$ cat src/sv/pmi_pkg.sv
// shared types, constants and helpers for the particle motion integrator
`default_nettype none
package pmi_pkg;

  // shared multiplier operand and product widths
  localparam int MulAW  = 33;
  localparam int MulBW  = 33;
  localparam int ProdW  = MulAW + MulBW;

  // exp2 polynomial coefficients, Q16
  localparam logic [17:0] ExpC1  = 18'd45559;
  localparam logic [17:0] ExpC2  = 18'd14819;
  localparam logic [17:0] ExpC3  = 18'd5179;
  localparam logic [17:0] ExpOne = 18'd65536;

  // register reset values
  localparam logic [30:0]        InvMassReset = 31'd65536;
  localparam logic signed [20:0] LogDampReset = -21'sd950;
  localparam logic [30:0]        LifeReset    = 31'd327680;

  // operation codes of an input transaction
  typedef enum logic [1:0] {
    OP_FORCE  = 2'd0,
    OP_STEP   = 2'd1,
    OP_LAUNCH = 2'd2,
    OP_NONE   = 2'd3
  } op_e;

  // configuration register indexes
  typedef enum logic [2:0] {
    REG_INV_MASS  = 3'd0,
    REG_LOG_DAMP  = 3'd1,
    REG_IMMOVABLE = 3'd2,
    REG_ANCHORED  = 3'd3,
    REG_ANCHOR_X  = 3'd4,
    REG_ANCHOR_Y  = 3'd5,
    REG_ANCHOR_Z  = 3'd6,
    REG_INIT_LIFE = 3'd7
  } reg_idx_e;

  // saturate a wide signed value to 32 bits
  function automatic logic signed [31:0] sat32(input logic signed [82:0] x);
    logic signed [82:0] hi;
    logic signed [82:0] lo;
    hi = 83'sd2147483647;
    lo = -83'sd2147483648;
    if (x > hi) return 32'sh7fffffff;
    else if (x < lo) return 32'sh80000000;
    else return x[31:0];
  endfunction

endpackage
`default_nettype wire

$ cat src/sv/pmi_mul.sv
// shared registered signed multiplier
`default_nettype none
module pmi_mul (
  input  wire logic                              clk_i,
  input  wire logic                              en_i,
  input  wire logic signed [pmi_pkg::MulAW-1:0]  a_i,
  input  wire logic signed [pmi_pkg::MulBW-1:0]  b_i,
  output logic signed [pmi_pkg::ProdW-1:0]       p_o
);
  import pmi_pkg::*;

  logic signed [ProdW-1:0] p_q;

  // product register, held while idle
  always_ff @(posedge clk_i) begin
    if (en_i) begin
      p_q <= a_i * b_i;
    end
  end

  assign p_o = p_q;

endmodule
`default_nettype wire

$ cat config.mk
export PLATFORM = sky130hd
export DESIGN_NAME = pmi_mul
export DESIGN_NICKNAME = d
export VERILOG_FILES = /design/src/sv/pmi_pkg.sv /design/src/sv/pmi_mul.sv
export SDC_FILE = /design/constraint.sdc
export NUM_CORES = 2
export LEC_CHECK = 0
export ABC_CLOCK_PERIOD_IN_PS = 10600
export BUFFER_PORTS_ARGS = -buffer_cell sky130_fd_sc_hd__buf_2
export CAP_MARGIN = 40
export CORE_UTILIZATION = 50
export CTS_CLUSTER_DIAMETER = 40
export DETAILED_ROUTE_END_ITERATION = 8
export PLACE_DENSITY = 0.63
export SETUP_SLACK_MARGIN = 0.15
export SLEW_MARGIN = 20
export SYNTH_ARGS = -nofsm -noshare
export SYNTH_HDL_FRONTEND = slang
export SYNTH_SLANG_ARGS = --single-unit
$ cat constraint.sdc
create_clock -name clk_i -period 10.6 [get_ports clk_i]
set_input_delay 0.53 -clock clk_i [delete_from_list [all_inputs] [get_ports clk_i]]
set_output_delay 0.53 -clock clk_i [all_outputs]
set_load 0.005 [all_outputs]
==> results.sh <==
export IMPL_run_status="completed"
export IMPL_grt_pass1_wl_mm=175
export IMPL_holdPathEnd="p_o[65]"
export IMPL_synthDistinctLibCells=80
export IMPL_track_usage_pct=27.5
export IMPL_ctsResizeCount=0
export IMPL_cts_made_buffers=9
export IMPL_seqCellArea_um2=1980
export IMPL_drcViolationCount=0
export IMPL_hold_path_class="in -> reg"
export IMPL_multi_input_area_um2=34300
export IMPL_final_hold_violation_count=0
export IMPL_synth_cells=4338
export IMPL_io_buffer_count=133
export IMPL_path_class="in -> reg"
export IMPL_hpwl_mm=90.4
export IMPL_grt_pass1_vias=30800
export IMPL_max_cap_violations=0
export IMPL_cts_tree="done"
export IMPL_ctsHoldBuffers=0
export IMPL_drt_iter0_markers=1660
export IMPL_synth_seq_area_share_pct=4.79
export IMPL_hold_start="en_i"
export IMPL_min_path_cells=2
export IMPL_start_util_pct=50.5
export IMPL_cts_buffer_depth=2
export IMPL_worst_slew_pin_transition_ps=909
export IMPL_overflow=0
export IMPL_core_region_area_um2=82000
export IMPL_cp_start_kind="primary input"
export IMPL_antenna_found_initial=10
export IMPL_place_gp_congestion=0.918
export IMPL_root_buffer="clkbuf_16"
export IMPL_dr_total_vias=28400
export IMPL_wl_mm=109
export IMPL_postCtsSetupBuffers=0
export IMPL_drtPass1Iterations=5
export IMPL_fmax_ghz=0.119
export IMPL_ys_seq_elements=66
export IMPL_slew_headroom_pct=39.4
export IMPL_die_width_um=290
export IMPL_end_kind="flop"
export IMPL_postSynthAreaPerCell_um2=9.54
export IMPL_syn_nets=5768
export IMPL_finalCriticalPeriod_ps=8380
export IMPL_period_share_pct=79.1
export IMPL_area_delta_synth_final_pct=4.06
export IMPL_layout_nets=5707
export IMPL_fin_tns_setup_ps=0
export IMPL_cts_sinks=66
export IMPL_drv_slew=0
export IMPL_cts_htree_levels=3
export IMPL_rows=105
export IMPL_die_area_um2=83900
export IMPL_rsz0062_at_grt="false"
export IMPL_io_pins=134
export IMPL_async_flop_share_pct=0
export IMPL_critPathRequiredTime_ps=10750
export IMPL_synthFlopType="edfxtp_1"
export IMPL_postRouteAntennaNets=0
export IMPL_n_fill_cell=7709
export IMPL_setup_viol=0
export IMPL_largest_reg_flops=66
export IMPL_synth_edff_count=66
export IMPL_crit_fanout=33
export IMPL_viasPerCell=5.31
export IMPL_wl_per_cell_um=20.4
export IMPL_die_h_um=290
export IMPL_grt_max_degree=67
export IMPL_path_clk_slew_ps=60
export IMPL_drive_gt1_share_pct=4.65
export IMPL_arrival_ps=8530
export IMPL_yosysWarnings=0
export IMPL_netlist_area_um2=41400
placed cells by master, fill, tap and decap left out, drive strengths merged, types with 6 or more instances in the layout:
master,count
fa,1145
and2,563
a31oi,9
edfxtp,66
o21ai,33
o21bai,11
buf,149
clkbuf,9
a21oi,61
ha,217
o21a,6
inv,1131
xnor2,43
nor2,68
xor2,25
and3,6
a211oi,11
o31ai,7
a21o,38
nand2,551
nand4,12
nand2b,12
a211o,6
nand3,26
nor3,7
worst max-delay path by stage:
stage	startpoint	to	slack [ps]	depth (start not counted)
final	b_i[9]	p_o[64]	2220	22
after global placement	b_i[9]	p_o[64]	1850	22
after floorplan	a_i[32]	p_o[62]	2700	23
after global routing	b_i[0]	p_o[64]	1850	22
after CTS	b_i[9]	p_o[64]	2300	22
after detailed placement	b_i[0]	p_o[62]	1970	22
metrics by stage:
stage	hold slack [ps]	util [%]	std cells	cell area [um^2]	setup WS, ps
3_5_place_dp	922	52.0	5333	42700	1970
3_3_place_gp	922	52.0	5330	42600	1850
2_1_floorplan	642	-	4338	41400	2700
4_1_cts	888	52.5	5348	43000	2300
6_report	630	52.5	5354	43100	2220
5_1_grt	650	52.5	5353	43100	1850
logic make-up after synthesis:
| group | after synthesis | synth area share, % |
|---|---|---|
| buf+inv | 1352 | 12.3 |
| compound gates | 219 | 4.00 |
| xor+xnor | 68 | 1.44 |
| fa+ha+maj | 1362 | 61.9 |
| simple gates | 1271 | 15.5 |
| flops | 66 | 4.79 |
cells in the mapped netlist, drive strengths merged, types with 2 or more instances:
library cell  number  area, um^2
a2111o             2        22.5
a2111oi            2        36.3
a211o              6        52.6
a211oi            11         110
a21boi             3        33.8
a21o              38         288
a21oi             61         328
a221oi             3        43.8
a22oi              2        15.0
a311o              2        20.0
a311oi             2        17.5
a31o               2        17.5
a31oi              9        62.6
and2             563        3520
and3               6        42.5
and4               5        43.8
buf               13        70.1
clkbuf           208         781
edfxtp            66        1980
fa              1145       22900
ha               217        2720
inv             1131        4250
nand2            551        2070
nand2b            12        75.1
nand3             26         135
nand4             12        81.3
nor2              68         255
nor2b              5        31.3
nor3               7        35.0
nor3b              2        15.0
nor4               3        33.8
nor4b              2        23.8
o211ai             5        51.3
o21a               6        45.0
o21ai             33         173
o21bai            11        82.6
o221a              2        22.5
o311ai             2        35.0
o31ai              7         104
or2                3        18.8
or3                3        18.8
or3b               2        17.5
xnor2             43         377
xor2              25         219
critical path, stage by stage:
cell      delay, ps
buf_2           670
nand2_1         280
fa_1            780
fa_1            530
fa_1            550
inv_1            60
fa_1            480
fa_1            650
fa_1            460
fa_1            490
inv_1            50
fa_1            470
inv_1            40
ha_1            400
nand3_1         240
nor2_1          290
nand2_1         150
nor3_1          550
o311ai_4        280
nand3_2         180
a211oi_1         80
a311oi_1        290
area by class of cell:
type	instances	area share [%]
Multi-Input combinational cell	2920	79.7
Antenna cell	3	0.0174
Clock buffer	9	0.523
Timing Repair Buffer	149	1.98
Tap cell	1070	3.11
Clock inverter	6	0.247
Inverter	1131	9.86
Sequential cell	66	4.60
per-layer routing:
| layer | up-vias | wire [um] | GRT usage, % |
|---|---|---|---|
| met5 | - | 21 | 0 |
| met4 | 4 | 3970 | 8.90 |
| met3 | 170 | 4140 | 2.06 |
| met2 | 722 | 59900 | 50.9 |
| met1 | 15200 | 41100 | 33.9 |
| li1 | 12300 | - | - |
Power is left out: the tool's default activity adds up to more than one toggle a clock period on the data nets, which glitch-free logic cannot reach.
